==> src/rtl/hns_pkg.sv <==
// ----------------------------------------------------------------------------
// hns_pkg
// Shared types and constants of the heightmap normal stream.
// ----------------------------------------------------------------------------
`default_nettype none

package hns_pkg;

  localparam int unsigned HGT_W   = 16;  // height sample width
  localparam int unsigned POS_W   = 6;   // row / column width
  localparam int unsigned GAIN_W  = 16;
  localparam int unsigned CNT_W   = 5;
  localparam int unsigned QUO_W   = 15;  // quotient bits of each divide
  localparam int unsigned SQRT_N  = 27;  // result bits of the root
  localparam int unsigned SLOPE_W = 26;
  localparam int unsigned RAD_W   = 54;  // radicand width
  localparam int unsigned ODATA_W = 64;
  localparam logic [GAIN_W-1:0] GAIN_RST = 16'd256;

  // neighbour read order
  localparam logic [2:0] NB_C = 3'd0;
  localparam logic [2:0] NB_L = 3'd1;
  localparam logic [2:0] NB_R = 3'd2;
  localparam logic [2:0] NB_D = 3'd3;
  localparam logic [2:0] NB_U = 3'd4;

  // multiplier sequence steps
  localparam logic [2:0] MS_ABS  = 3'd0;
  localparam logic [2:0] MS_GX   = 3'd1;
  localparam logic [2:0] MS_GZ   = 3'd2;
  localparam logic [2:0] MS_SQX  = 3'd3;
  localparam logic [2:0] MS_SQZ  = 3'd4;
  localparam logic [2:0] MS_SUM  = 3'd5;

  typedef struct packed {
    logic             wr_en;
    logic [1:0]       wr_slot;
    logic [POS_W-1:0] wr_col;
    logic [POS_W-1:0] e_row;
    logic [POS_W-1:0] e_col;
    logic [1:0]       e_slot;
    logic             e_last;
    logic             e_flast;
    logic [2:0]       rd_idx;
    logic             cap_en;
    logic [2:0]       cap_idx;
    logic             mul_en;
    logic [2:0]       mul_step;
    logic             sqrt_step;
    logic             div_init;
    logic             div_step;
    logic             push;
  } dp_cmd_t;

  typedef struct packed {
    logic out_free;
  } dp_sts_t;

endpackage

`default_nettype wire

==> src/rtl/hns_ram.sv <==
// ----------------------------------------------------------------------------
// hns_ram
// Generic single-write, single-read RAM with registered read data.
// ----------------------------------------------------------------------------
`default_nettype none

module hns_ram #(
  parameter int unsigned WIDTH = 16,
  parameter int unsigned DEPTH = 99,
  localparam int unsigned AW   = $clog2(DEPTH)
) (
  input  wire logic             clk_i,
  input  wire logic             we_i,
  input  wire logic [AW-1:0]    waddr_i,
  input  wire logic [WIDTH-1:0] wdata_i,
  input  wire logic [AW-1:0]    raddr_i,
  output logic      [WIDTH-1:0] rdata_o
);

  logic [WIDTH-1:0] mem [DEPTH];

  always_ff @(posedge clk_i) begin
    if (we_i) begin
      mem[waddr_i] <= wdata_i;
    end
    rdata_o <= mem[raddr_i];
  end

endmodule

`default_nettype wire

==> src/rtl/hns_ctrl.sv <==
// ----------------------------------------------------------------------------
// hns_ctrl
// Sequencer: grid position, emit plan and datapath command issue.
// ----------------------------------------------------------------------------
`default_nettype none

module hns_ctrl #(
  parameter int unsigned GRID_WIDTH = 33
) (
  input  wire logic            clk_i,
  input  wire logic            rst_ni,
  input  wire logic            in_valid_i,
  input  wire logic            frame_start_i,
  output logic                 in_ready_o,
  output hns_pkg::dp_cmd_t     cmd_o,
  input  wire hns_pkg::dp_sts_t sts_i
);
  import hns_pkg::*;

  localparam logic [2:0] ST_IDLE = 3'd0;
  localparam logic [2:0] ST_READ = 3'd1;
  localparam logic [2:0] ST_MUL  = 3'd2;
  localparam logic [2:0] ST_SQRT = 3'd3;
  localparam logic [2:0] ST_DIV  = 3'd4;
  localparam logic [2:0] ST_PUSH = 3'd5;

  localparam logic [POS_W-1:0] LAST_POS = POS_W'(GRID_WIDTH - 1);

  logic [2:0]       state_q, state_d;
  logic [CNT_W-1:0] cnt_q, cnt_d;
  logic [POS_W-1:0] col_q, col_d, row_q, row_d;
  logic [1:0]       slot_q, slot_d, in_slot_q, in_slot_d;
  logic [POS_W-1:0] e_row_q, e_row_d, e_col_q, e_col_d;
  logic [1:0]       e_slot_q, e_slot_d;
  logic             e_last_q, e_last_d, e_flast_q, e_flast_d;
  logic             fphase_q, fphase_d;

  logic             accept;
  logic [POS_W-1:0] r_eff, c_eff;
  logic [1:0]       s_eff;
  logic             flush;

  assign in_ready_o = (state_q == ST_IDLE);
  assign accept     = in_valid_i && in_ready_o;
  assign r_eff      = frame_start_i ? '0 : row_q;
  assign c_eff      = frame_start_i ? '0 : col_q;
  assign s_eff      = frame_start_i ? '0 : slot_q;
  assign flush      = (r_eff == LAST_POS) && (c_eff == LAST_POS);

  always_comb begin
    state_d   = state_q;
    cnt_d     = cnt_q;
    col_d     = col_q;
    row_d     = row_q;
    slot_d    = slot_q;
    in_slot_d = in_slot_q;
    e_row_d   = e_row_q;
    e_col_d   = e_col_q;
    e_slot_d  = e_slot_q;
    e_last_d  = e_last_q;
    e_flast_d = e_flast_q;
    fphase_d  = fphase_q;

    cmd_o           = '0;
    cmd_o.wr_en     = accept;
    cmd_o.wr_slot   = s_eff;
    cmd_o.wr_col    = c_eff;
    cmd_o.e_row     = e_row_q;
    cmd_o.e_col     = e_col_q;
    cmd_o.e_slot    = e_slot_q;
    cmd_o.e_last    = e_last_q;
    cmd_o.e_flast   = e_flast_q;

    case (state_q)
      ST_IDLE: begin
        if (accept) begin
          if (c_eff == LAST_POS) begin
            col_d = '0;
            if (r_eff == LAST_POS) begin
              row_d  = '0;
              slot_d = '0;
            end else begin
              row_d  = r_eff + 1'b1;
              slot_d = (s_eff == 2'd2) ? 2'd0 : s_eff + 1'b1;
            end
          end else begin
            col_d  = c_eff + 1'b1;
            row_d  = r_eff;
            slot_d = s_eff;
          end
          // row 0 produces nothing; otherwise emit the vertex above
          if (r_eff != '0) begin
            e_row_d   = r_eff - 1'b1;
            e_col_d   = c_eff;
            e_slot_d  = (s_eff == 2'd0) ? 2'd2 : s_eff - 1'b1;
            e_last_d  = !flush;
            e_flast_d = 1'b0;
            fphase_d  = 1'b0;
            in_slot_d = s_eff;
            cnt_d     = '0;
            state_d   = ST_READ;
          end
        end
      end
      ST_READ: begin
        cmd_o.rd_idx  = cnt_q[2:0];
        cmd_o.cap_en  = (cnt_q != '0);
        cmd_o.cap_idx = 3'(cnt_q - 1'b1);
        cnt_d = cnt_q + 1'b1;
        if (cnt_q == CNT_W'(5)) begin
          cnt_d   = '0;
          state_d = ST_MUL;
        end
      end
      ST_MUL: begin
        cmd_o.mul_en   = 1'b1;
        cmd_o.mul_step = cnt_q[2:0];
        cnt_d = cnt_q + 1'b1;
        if (cnt_q == CNT_W'(MS_SUM)) begin
          cnt_d   = '0;
          state_d = ST_SQRT;
        end
      end
      ST_SQRT: begin
        cmd_o.sqrt_step = 1'b1;
        cnt_d = cnt_q + 1'b1;
        if (cnt_q == CNT_W'(SQRT_N - 1)) begin
          cnt_d   = '0;
          state_d = ST_DIV;
        end
      end
      ST_DIV: begin
        cmd_o.div_init = (cnt_q == '0);
        cmd_o.div_step = (cnt_q != '0);
        cnt_d = cnt_q + 1'b1;
        if (cnt_q == CNT_W'(QUO_W)) begin
          cnt_d   = '0;
          state_d = ST_PUSH;
        end
      end
      ST_PUSH: begin
        cmd_o.push = sts_i.out_free;
        if (sts_i.out_free) begin
          if (e_last_q) begin
            state_d = ST_IDLE;
          end else begin
            state_d = ST_READ;
            if (fphase_q) begin
              e_col_d   = e_col_q + 1'b1;
              e_last_d  = (e_col_q + 1'b1 == LAST_POS);
              e_flast_d = (e_col_q + 1'b1 == LAST_POS);
            end else begin
              // start flushing the final row
              fphase_d  = 1'b1;
              e_row_d   = LAST_POS;
              e_col_d   = '0;
              e_slot_d  = in_slot_q;
              e_last_d  = 1'b0;
              e_flast_d = 1'b0;
            end
          end
        end
      end
      default: begin
        state_d = ST_IDLE;
      end
    endcase
  end

  always_ff @(posedge clk_i or negedge rst_ni) begin
    if (!rst_ni) begin
      state_q   <= ST_IDLE;
      cnt_q     <= '0;
      col_q     <= '0;
      row_q     <= '0;
      slot_q    <= '0;
      in_slot_q <= '0;
      e_row_q   <= '0;
      e_col_q   <= '0;
      e_slot_q  <= '0;
      e_last_q  <= 1'b0;
      e_flast_q <= 1'b0;
      fphase_q  <= 1'b0;
    end else begin
      state_q   <= state_d;
      cnt_q     <= cnt_d;
      col_q     <= col_d;
      row_q     <= row_d;
      slot_q    <= slot_d;
      in_slot_q <= in_slot_d;
      e_row_q   <= e_row_d;
      e_col_q   <= e_col_d;
      e_slot_q  <= e_slot_d;
      e_last_q  <= e_last_d;
      e_flast_q <= e_flast_d;
      fphase_q  <= fphase_d;
    end
  end

endmodule

`default_nettype wire

==> src/rtl/hns_dpath.sv <==
// ----------------------------------------------------------------------------
// hns_dpath
// Line store, slope multiplier, bit-serial root, dividers and output register.
// ----------------------------------------------------------------------------
`default_nettype none

module hns_dpath #(
  parameter int unsigned GRID_WIDTH = 33
) (
  input  wire logic                          clk_i,
  input  wire logic                          rst_ni,
  input  wire hns_pkg::dp_cmd_t              cmd_i,
  output hns_pkg::dp_sts_t                   sts_o,
  input  wire logic [hns_pkg::HGT_W-1:0]     height_i,
  input  wire logic                          cfg_we_i,
  input  wire logic [hns_pkg::GAIN_W-1:0]    cfg_wdata_i,
  output logic                               out_valid_o,
  input  wire logic                          out_ready_i,
  output logic [hns_pkg::ODATA_W-1:0]        out_data_o,
  output logic                               out_last_o,
  output logic                               out_flast_o
);
  import hns_pkg::*;

  localparam int unsigned DEPTH = 3 * GRID_WIDTH;
  localparam int unsigned AW    = $clog2(DEPTH);
  localparam logic [POS_W-1:0] LAST_POS = POS_W'(GRID_WIDTH - 1);

  function automatic logic [AW-1:0] addr_of(input logic [1:0] slot,
                                            input logic [POS_W-1:0] col);
    logic [AW-1:0] base;
    base = (slot == 2'd2) ? AW'(2 * GRID_WIDTH) :
           (slot == 2'd1) ? AW'(GRID_WIDTH) : '0;
    return base + AW'(col);
  endfunction

  logic [GAIN_W-1:0] gain_q;
  logic [AW-1:0]     raddr, waddr;
  logic [HGT_W-1:0]  rdata;
  logic [HGT_W-1:0]  h_c_q, h_l_q, h_r_q, h_d_q, h_u_q;
  logic [1:0]        prev_slot, next_slot;

  always_ff @(posedge clk_i or negedge rst_ni) begin
    if (!rst_ni) begin
      gain_q <= GAIN_RST;
    end else if (cfg_we_i) begin
      gain_q <= cfg_wdata_i;
    end
  end

  assign waddr     = addr_of(cmd_i.wr_slot, cmd_i.wr_col);
  assign prev_slot = (cmd_i.e_slot == 2'd0) ? 2'd2 : cmd_i.e_slot - 1'b1;
  assign next_slot = (cmd_i.e_slot == 2'd2) ? 2'd0 : cmd_i.e_slot + 1'b1;

  // edge neighbours read the vertex itself
  always_comb begin
    raddr = addr_of(cmd_i.e_slot, cmd_i.e_col);
    case (cmd_i.rd_idx)
      NB_L: if (cmd_i.e_col != '0)
              raddr = addr_of(cmd_i.e_slot, cmd_i.e_col - 1'b1);
      NB_R: if (cmd_i.e_col != LAST_POS)
              raddr = addr_of(cmd_i.e_slot, cmd_i.e_col + 1'b1);
      NB_D: if (cmd_i.e_row != '0)
              raddr = addr_of(prev_slot, cmd_i.e_col);
      NB_U: if (cmd_i.e_row != LAST_POS)
              raddr = addr_of(next_slot, cmd_i.e_col);
      default: ;
    endcase
  end

  hns_ram #(
    .WIDTH (HGT_W),
    .DEPTH (DEPTH)
  ) u_store (
    .clk_i   (clk_i),
    .we_i    (cmd_i.wr_en),
    .waddr_i (waddr),
    .wdata_i (height_i),
    .raddr_i (raddr),
    .rdata_o (rdata)
  );

  always_ff @(posedge clk_i) begin
    if (cmd_i.cap_en) begin
      case (cmd_i.cap_idx)
        NB_C:    h_c_q <= rdata;
        NB_L:    h_l_q <= rdata;
        NB_R:    h_r_q <= rdata;
        NB_D:    h_d_q <= rdata;
        default: h_u_q <= rdata;
      endcase
    end
  end

  // slope and square sequence on one multiplier
  logic [16:0]          dx, dz;
  logic [15:0]          adx_q, adz_q;
  logic                 ngx_q, ngz_q;
  logic [SLOPE_W-1:0]   sx_q, sz_q, op_a, op_b;
  logic [2*SLOPE_W-1:0] prod_q, acc_q;
  logic [RAD_W-1:0]     v_q, res_q, bit_q;
  logic [RAD_W:0]       trial;

  assign dx = {h_l_q[HGT_W-1], h_l_q} - {h_r_q[HGT_W-1], h_r_q};
  assign dz = {h_d_q[HGT_W-1], h_d_q} - {h_u_q[HGT_W-1], h_u_q};

  always_comb begin
    op_a = SLOPE_W'(adx_q);
    op_b = SLOPE_W'(gain_q);
    case (cmd_i.mul_step)
      MS_GZ:   op_a = SLOPE_W'(adz_q);
      MS_SQX: begin
        op_a = sx_q;
        op_b = sx_q;
      end
      MS_SQZ: begin
        op_a = sz_q;
        op_b = sz_q;
      end
      default: ;
    endcase
  end

  assign trial = {1'b0, res_q} + {1'b0, bit_q};

  always_ff @(posedge clk_i) begin
    if (cmd_i.mul_en) begin
      case (cmd_i.mul_step)
        MS_ABS: begin
          ngx_q <= dx[16];
          ngz_q <= dz[16];
          adx_q <= dx[16] ? 16'(-dx) : dx[15:0];
          adz_q <= dz[16] ? 16'(-dz) : dz[15:0];
        end
        MS_GX:  prod_q <= op_a * op_b;
        MS_GZ: begin
          sx_q   <= prod_q[31:6];
          prod_q <= op_a * op_b;
        end
        MS_SQX: begin
          sz_q   <= prod_q[31:6];
          prod_q <= op_a * op_b;
        end
        MS_SQZ: begin
          acc_q  <= prod_q;
          prod_q <= op_a * op_b;
        end
        MS_SUM: begin
          v_q   <= RAD_W'(acc_q) + RAD_W'(prod_q) + (RAD_W'(1) << 32);
          res_q <= '0;
          bit_q <= RAD_W'(1) << 52;
        end
        default: ;
      endcase
    end else if (cmd_i.sqrt_step) begin
      if ({1'b0, v_q} >= trial) begin
        v_q   <= RAD_W'({1'b0, v_q} - trial);
        res_q <= (res_q >> 1) + bit_q;
      end else begin
        res_q <= res_q >> 1;
      end
      bit_q <= bit_q >> 2;
    end
  end

  // three restoring dividers sharing the root as divisor
  logic [SQRT_N-1:0] rem_x_q, rem_y_q, rem_z_q;
  logic [QUO_W-1:0]  lo_x_q, lo_y_q, lo_z_q;
  logic [QUO_W-1:0]  q_x_q, q_y_q, q_z_q;
  logic [SQRT_N:0]   t_x, t_y, t_z, dvs;

  assign dvs = {1'b0, res_q[SQRT_N-1:0]};
  assign t_x = {rem_x_q, lo_x_q[QUO_W-1]};
  assign t_y = {rem_y_q, lo_y_q[QUO_W-1]};
  assign t_z = {rem_z_q, lo_z_q[QUO_W-1]};

  always_ff @(posedge clk_i) begin
    if (cmd_i.div_init) begin
      rem_x_q <= SQRT_N'(sx_q >> 1);
      rem_z_q <= SQRT_N'(sz_q >> 1);
      rem_y_q <= SQRT_N'(1) << 15;
      lo_x_q  <= {sx_q[0], 14'd0};
      lo_z_q  <= {sz_q[0], 14'd0};
      lo_y_q  <= '0;
      q_x_q   <= '0;
      q_y_q   <= '0;
      q_z_q   <= '0;
    end else if (cmd_i.div_step) begin
      lo_x_q <= lo_x_q << 1;
      lo_y_q <= lo_y_q << 1;
      lo_z_q <= lo_z_q << 1;
      rem_x_q <= (t_x >= dvs) ? SQRT_N'(t_x - dvs) : t_x[SQRT_N-1:0];
      rem_y_q <= (t_y >= dvs) ? SQRT_N'(t_y - dvs) : t_y[SQRT_N-1:0];
      rem_z_q <= (t_z >= dvs) ? SQRT_N'(t_z - dvs) : t_z[SQRT_N-1:0];
      q_x_q  <= {q_x_q[QUO_W-2:0], t_x >= dvs};
      q_y_q  <= {q_y_q[QUO_W-2:0], t_y >= dvs};
      q_z_q  <= {q_z_q[QUO_W-2:0], t_z >= dvs};
    end
  end

  // output register
  logic        out_valid_q;
  logic [15:0] nx, nz;

  assign nx = (ngx_q && q_x_q != '0) ? 16'(-{1'b0, q_x_q}) : {1'b0, q_x_q};
  assign nz = (ngz_q && q_z_q != '0) ? 16'(-{1'b0, q_z_q}) : {1'b0, q_z_q};

  always_ff @(posedge clk_i or negedge rst_ni) begin
    if (!rst_ni) begin
      out_valid_q <= 1'b0;
    end else if (cmd_i.push) begin
      out_valid_q <= 1'b1;
    end else if (out_ready_i) begin
      out_valid_q <= 1'b0;
    end
  end

  always_ff @(posedge clk_i) begin
    if (cmd_i.push) begin
      out_data_o  <= {5'd0, cmd_i.e_row, cmd_i.e_col, nz, q_y_q, nx};
      out_last_o  <= cmd_i.e_last;
      out_flast_o <= cmd_i.e_flast;
    end
  end

  assign out_valid_o    = out_valid_q;
  assign sts_o.out_free  = !out_valid_q || out_ready_i;

endmodule

`default_nettype wire

==> src/rtl/heightmap_normal_stream.sv <==
// ----------------------------------------------------------------------------
// heightmap_normal_stream
// Streaming central-difference unit normals of a square height grid.
// ----------------------------------------------------------------------------
// Heights arrive in row-major order; the normal of vertex (r-1,c) comes out
// when sample (r,c) is taken, and the frame's last sample also flushes the
// final row, so that request yields GRID_WIDTH+1 normals. Row-0 samples emit
// no normal. Every normal passes through 5 line-store reads, the shared
// slope/square multiplier, a 27-step bit-serial square root and three
// 15-step restoring dividers in parallel; the root dominates. A new sample
// is taken only once the previous one's normals are produced. The result
// register lets a waiting normal sit while the next sample is taken. No
// line-store clearing pass is done.
`default_nettype none

module heightmap_normal_stream #(
  parameter int unsigned GRID_WIDTH = 33
) (
  input  wire logic        clk_i,
  input  wire logic        rst_ni,
  input  wire logic        s_axis_tvalid_i,
  output logic             s_axis_tready_o,
  input  wire logic [15:0] s_axis_tdata_i,   // height[15:0]
  input  wire logic        s_axis_tuser_i,   // frame_start
  output logic             m_axis_tvalid_o,
  input  wire logic        m_axis_tready_i,
  // normal_x[15:0], normal_y[30:16], normal_z[46:31], column[52:47],
  // row[58:53], zero[63:59]
  output logic [63:0]      m_axis_tdata_o,
  output logic             m_axis_tlast_o,   // run_last
  output logic             m_axis_tuser_o,   // frame_last
  input  wire logic        cfg_we_i,
  input  wire logic [15:0] cfg_wdata_i      // slope_gain
);
  import hns_pkg::*;

  dp_cmd_t cmd;
  dp_sts_t sts;

  hns_ctrl #(
    .GRID_WIDTH (GRID_WIDTH)
  ) u_ctrl (
    .clk_i         (clk_i),
    .rst_ni        (rst_ni),
    .in_valid_i    (s_axis_tvalid_i),
    .frame_start_i (s_axis_tuser_i),
    .in_ready_o    (s_axis_tready_o),
    .cmd_o         (cmd),
    .sts_i         (sts)
  );

  hns_dpath #(
    .GRID_WIDTH (GRID_WIDTH)
  ) u_dpath (
    .clk_i       (clk_i),
    .rst_ni      (rst_ni),
    .cmd_i       (cmd),
    .sts_o       (sts),
    .height_i    (s_axis_tdata_i),
    .cfg_we_i    (cfg_we_i),
    .cfg_wdata_i (cfg_wdata_i),
    .out_valid_o (m_axis_tvalid_o),
    .out_ready_i (m_axis_tready_i),
    .out_data_o  (m_axis_tdata_o),
    .out_last_o  (m_axis_tlast_o),
    .out_flast_o (m_axis_tuser_o)
  );

  // final vertex normal closes its request
  a_flast_run_last : assert property (@(posedge clk_i) disable iff (!rst_ni)
    m_axis_tvalid_o && m_axis_tuser_o |-> m_axis_tlast_o)
    else $error("frame_last without run_last");

  a_flast_pos : assert property (@(posedge clk_i) disable iff (!rst_ni)
    m_axis_tvalid_o && m_axis_tuser_o |->
      (m_axis_tdata_o[52:47] == POS_W'(GRID_WIDTH - 1)) &&
      (m_axis_tdata_o[58:53] == POS_W'(GRID_WIDTH - 1)))
    else $error("frame_last on wrong vertex");

  // y component never vanishes: root is bounded by 2^27
  a_ny_nonzero : assert property (@(posedge clk_i) disable iff (!rst_ni)
    m_axis_tvalid_o |-> (m_axis_tdata_o[30:16] != '0))
    else $error("normal_y is zero");

  // a push only happens when the result register can take it
  a_push_free : assert property (@(posedge clk_i) disable iff (!rst_ni)
    cmd.push |-> sts.out_free)
    else $error("result overwritten");

endmodule

`default_nettype wire
==> config.mk <==
export PLATFORM = sky130hd
export DESIGN_NAME = heightmap_normal_stream
export DESIGN_NICKNAME = d
export VERILOG_FILES = /design/src/rtl/hns_pkg.sv /design/src/rtl/hns_ram.sv /design/src/rtl/hns_ctrl.sv /design/src/rtl/hns_dpath.sv /design/src/rtl/heightmap_normal_stream.sv
export SDC_FILE = /design/constraint.sdc
export NUM_CORES = 2
export LEC_CHECK = 0
export ABC_AREA = 1
export BUFFER_PORTS_ARGS = -buffer_cell sky130_fd_sc_hd__clkbuf_2
export CAP_MARGIN = 20
export CORE_ASPECT_RATIO = 1.1
export CORE_MARGIN = 2
export CORE_UTILIZATION = 30
export CTS_CLUSTER_SIZE = 25
export DETAILED_ROUTE_END_ITERATION = 8
export GPL_ROUTABILITY_DRIVEN = 0
export GPL_TIMING_DRIVEN = 0
export SETUP_SLACK_MARGIN = 0.05
export SYNTH_ARGS = -nofsm -noshare
export SYNTH_HDL_FRONTEND = slang
export SYNTH_SLANG_ARGS = --single-unit
==> constraint.sdc <==
create_clock -name clk_i -period 11.1 [get_ports clk_i]
set_input_delay 3.33 -clock clk_i [delete_from_list [all_inputs] [get_ports clk_i]]
set_output_delay 3.33 -clock clk_i [all_outputs]
set_load 0.005 [all_outputs]
Word level (Yosys, flattened, before mapping)
Memory sizes are Yosys's and may differ from the RTL's. A register that Yosys moved wholly into a read port is not among the register bits.
Index checks and enable logic that the tools add are counted.
- input port bits: 38
- flip-flop bits (word level): 663
- bits in writable memories: 1584
- logic and storage cells: 279
- memories kept: 1
- output and inout port bits: 68
- add/sub/neg operators: 31
- muxes and demuxes: 108
- magnitude comparators: 4
- $mul: 1
- eq/ne operators: 43
- bitwise logic cells: 1
- reductions and logical operators: 46
- memories (memory ; words ; width ; rd ports ; clocked after memory_dff ; write ports ; RTL line ; source):
    u_dpath.u_store.mem ; 99 ; 16 ; 1 ; 1 ; 1 ; hns_ram.sv:20 ; logic [WIDTH-1:0] mem [DEPTH];
- operators by type and width (kind ; count):
    $mux W54 ; 11
    $mux W6 ; 19
    $mux W25 ; 4
    $ge A28 B27 Y1 ; 3
    $mux W27 ; 3
    $sub A27 B27 Y27 ; 3
    $pmux W26 S3 ; 1
    $mux W15 ; 5
    $mux W7 ; 9
    $add A54 B54 Y55 ; 1
    $ge A54 B55 Y1 ; 1
    $add A53 B54 Y54 ; 1
    $add A54 B33 Y54 const B ; 1
    $sub A54 B54 Y54 ; 1
    $add A52 B52 Y53 ; 1
    $mul A26 B26 Y52 ; 1
    $pmux W26 S2 ; 1
    $add A7 B6 Y7 ; 6
    $sub A16 B16 Y17 ; 2
    $mux W16 ; 2
    $neg A15 Y16 ; 2
    $neg A16 Y16 ; 2
    $reduce_bool A15 Y1 ; 2
    $pmux W7 S4 ; 1
    other kinds (47) ; 151

Depth between registers and ports, before layout
- depth after elaboration: 8
- depth in mapped cells: 41
- depth with buffers taken out: 39

Modules after synthesis
Synthesis repeated with hierarchy kept, for this count alone.
- cells, all modules: 14242
- area total of the unflattened synthesis: 133912.2 um^2
- modules (own cells, without submodules) (module ; cells each ; area each (um^2) ; times used ; sequential area each (um^2)):
    hns_dpath ; 8485 ; 66694.0 ; 1 ; 17022.6
    hns_ram ; 5370 ; 64395.5 ; 1 ; 47885.9
    hns_ctrl ; 387 ; 2822.7 ; 1 ; 1026.0

Worst setup path before layout
No wires, ideal clock.
- kind: register to register
- start point: register u_ctrl.state_q[2]
- end point: register u_dpath.prod_q[45], data pin
- setup slack: 1771 ps
- path buffers: 5
- period minus slack after synthesis: 9329 ps
- data arrival time: 9064 ps
- required time: 10835 ps
- stages on the path, launching flop included: 36
- setup time: 265 ps
- cells stage by stage: dfrtp_1 -> buf_2 -> nor3_4 -> inv_2 -> buf_2 -> nor2_2 -> nor2_1 -> buf_2 -> a21oi_1 -> buf_2 -> buf_1 -> nor2_1 -> fa_1 -> fa_1 -> inv_1 -> fa_1 -> inv_1 -> fa_1 -> inv_1 -> fa_1 -> inv_1 -> fa_1 -> inv_1 -> fa_1 -> inv_1 -> ha_1 -> a21oi_1 -> o21ai_0 -> a21oi_1 -> o21ai_0 -> a21o_1 -> nand2_1 -> nand2_1 -> a21oi_1 -> o21ai_0 -> xor2_1
- word-level cells in the longest chain between the ends: 5
- elaborated cells between the ends (all ways): 8
- those cells by class: mul: 1; eq/ne: 4; mux: 3
- RTL lines (item ; RTL line ; source):
    start, declared ; hns_ctrl.sv:29 ; logic [2:0] state_q, state_d;
    start signal, assigned ; hns_ctrl.sv:185 ; state_q <= state_d;
    $eq A3 B2 Y1 (*) ; hns_ctrl.sv:74 ; case (state_q)
    $mux W4 (*) ; hns_ctrl.sv:74 ;
    $eq A3 B3 Y1 or $eq A3 B2 Y1 (tied branches) ; hns_dpath.sv:110, hns_dpath.sv:128 ;
    $pmux W26 S3 or $pmux W26 S2 (tied branches) ; hns_dpath.sv:110 ; case (cmd_i.mul_step)
    $mul A26 B26 Y52 (*) ; -- ;
    end signal, assigned ; hns_dpath.sv:135 ; MS_GX: prod_q <= op_a * op_b;
    end signal, assigned ; hns_dpath.sv:138 ; prod_q <= op_a * op_b;
    end signal, assigned ; hns_dpath.sv:142 ; prod_q <= op_a * op_b;
    end, declared ; hns_dpath.sv:100 ; logic [2*SLOPE_W-1:0] prod_q, acc_q;
Every way passes the cells marked *; elsewhere a longest branch is shown, timed or not.
A chain may end at the register's enable or synchronous reset.

Worst setup path in the final report
Ends and elaborated chain as after synthesis.

==> metrics.txt <==
Die Ht 712 um; dominant cell by count in the synthesized netlist nand2_1; Boundary Pins 106; outcome complete, but fails checks; postcts setup bufs 0; total area of multi-input combinational cells 0.0577 sq mm; CP Capture Type register; CP Data Arrival Time 11470 ps; per-cell via count in the routed design 4.97; relative area change from synthesis to final layout 13.7%; Final Hold Vio Count 0; share of the clock period used by the worst path 97.0%; maximum number of pins on one net before global-route repair 100; number of cells produced by synthesis 14.9k; placeable core area 0.453 sq mm; Max Cap Violations 0; cell with the most instances on the worst path fa_1; largest fanout on the critical path 11; Worst setup SP type register; register bit count reported by yosys 2236; number of flops mapped to enable cells by yosys 2086; DRT iter0 DRCs 12.5k; Total Routed Length 458 mm; r2r setup slk 330 ps; overall die area 0.461 sq mm; hold-fix buffers at CTS 0; average instance area after synthesis 9.14 sq um; maximum clock insertion buffer count 4; remaining antenna violation count after routing 0; number of pins with negative max-slew slack in the final report 0; maximum operating frequency 0.0928 GHz; slowest CP cell o22ai_2; top cells by area in the synthesized netlist edfxtp_1, fa_1, nand2_1, inv_1, nand3_1; Critical Path Max Stage Delay 610 ps; CTS H-Tree Depth 4; number of DRC violations after detailed routing 3; data required time at the worst endpoint 11800 ps; sequential element share of the synthesized area 48.3%; floorplan row count 259; instance area after placement 0.147 sq mm; setup violation total in the final timing report 0; worst min path class reg2reg; clock period minus final worst setup slack 10770 ps; count of input and output buffers 99; proportion of netlist area held by the largest area contributor 45.9%; crit path kind reg2reg; total non-filler cell area in the finished layout 0.155 sq mm; buffer cell driving the clock tree root clkbuf_16; clock tree from TritonCTS built; yosys warns 0; aggregate global-route resource usage 19.2%; effective utilization at floorplan 30.2%; failing checks design-rule violations; RSZ-0062 raised after global routing false; total global routing overflow 0; Num CTS Buffers 245; average wire per standard cell 21.2 um; global-route wire length before repair 666 mm; post-detail-place hpwl 344 mm; most used standard cells in the synthesized netlist nand2_1, inv_1, edfxtp_1, nand3_1, nor2_1; vias after detailed routing 107k; Skew-Pair Late Insertion Delay 1010 ps; worst max-slew margin expressed relative to the limit 18.3%; Die Width 647 um; via count of the first global-routing pass 104k; FFs w/ async S/R, synth 2.59%; dominant cell type by area after synthesis edfxtp_1; number of distinct library cells after synthesis 62; fill count 45.7k; post-CTS resize count 0; number of antenna violations at the first check in global routing 10; Tightest Pin Transition 1210 ps; final worst clock skew 148 ps; clock-pin slew reported for the worst setup and hold paths after clock tree synthesis 70 ps; TritonCTS Sinks 2236; count of nets after finishing 16.6k; share of cells above drive strength 1 7.13%; FF+latch area 0.0659 sq mm; cell area after technology mapping 0.137 sq mm; first-pass iteration count of the detailed router 9; prevailing post-synth register cell edfxtp_1
==> state kept, by name, indices dropped and copies added, names as in the netlist, 15 cells and up <==
register,count
u_dpath.u_store.rdata_o,16
u_dpath.adx_q,16
u_dpath.res_q,54
u_dpath.h_d_q,16
u_dpath.out_data_o,59
u_dpath.rem_x_q,27
u_dpath.q_y_q,15
u_dpath.q_z_q,15
u_dpath.gain_q,16
u_dpath.adz_q,16
u_dpath.acc_q,52
u_dpath.rem_z_q,27
u_dpath.rem_y_q,27
u_dpath.v_q,54
u_dpath.h_r_q,16
u_dpath.u_store.mem,1584
u_dpath.sx_q,26
u_dpath.bit_q,27
u_dpath.prod_q,52
u_dpath.q_x_q,15
u_dpath.sz_q,26
u_dpath.h_l_q,16
u_dpath.h_u_q,16
==> routing by layer <==
layer  global-route usage, %  vias up  wire, um
met1                    24.5    51700    179000
met5                       0        -        13
met3                    3.27     1067     40400
met4                    9.74        2     27400
met2                    31.5     4959    211000
li1                        -    49800         -
==> worst paths after layout <==
check	start	endpoint	cells after the start
min	u_dpath.q_y_q[12]	u_dpath.out_data_o[28]	0
max in group asynchronous	rst_ni	u_ctrl.e_col_q[1]	2
min reg2reg	u_dpath.q_y_q[12]	u_dpath.out_data_o[28]	0
max reg2reg	u_ctrl.state_q[2]	u_dpath.prod_q[45]	36
max	u_ctrl.state_q[2]	u_dpath.prod_q[45]	36
min in group asynchronous	rst_ni	u_dpath.gain_q[6]	1
==> critical path: cells and delay by family (launching register included) <==
family | cells | cell delay, ps
adders and majority gates | 8 | 3920
buffers and inverters | 12 | 1900
AOI/OAI and AO/OA | 5 | 1340
DFF | 1 | 360
and+or+nand+nor | 10 | 2690
xor gates and xnor gates | 1 | 300
==> placed cells by master, fill, tap and decap left out, types with 247 or more instances in the layout <==
master / Yosys / layout
clkbuf_1: 229 / 259
nor2_1: 1079 / 979
edfxtp_1: 2086 / 2086
clkbuf_16: 0 / 247
buf_2: 273 / 273
nand3b_1: 286 / 286
nand3_1: 1918 / 1918
fa_1: 587 / 587
o21ai_0: 465 / 463
inv_1: 2820 / 2820
nand2_1: 2869 / 2868
a21oi_1: 548 / 547
ha_1: 509 / 509
==> cells by family (layout without fill, tap and decap cells) <==
family | Yosys count | count (layout) | synth area share (%)
compound gates | 1424 | 1424 | 5.88
xor+xnor | 336 | 336 | 2.16
fa+ha+maj | 1096 | 1096 | 13.3
buf+inv | 3426 | 4104 | 9.74
flops | 2236 | 2236 | 48.3
mux | 17 | 17 | 0.140
other cells | 1 | 11 | 0.00275
simple gates | 6398 | 6399 | 20.5
==> through the flow <==
step                      instances  setup TNS [ps]  util [%]  setup slack (ps)  hold WS (ps)
after detailed placement      21200               0      32.6              98.4           418
after global routing          21600               0      34.3              92.6           438
final                         21600               0      34.3               329           423
after CTS                     21600               0      34.3              69.0           427
after floorplan               14900               0         -              1770           408
after global placement        21000         -119410      31.9             -1890           413
==> final cells by class <==
class                      instances  area share [%]
sequential                      2236            42.5
antenna                            6         0.00967
tap                             6003            4.84
multi-input combinational       9277            37.2
buffer                           579            1.68
timing repair buffer             236            1.95
clock inverter                   159           0.879
clock buffer                     283            4.09
inverter                        2847            6.89
Power is left out: the tool's default activity adds up to more than one toggle a clock period on the data nets, which glitch-free logic cannot reach.
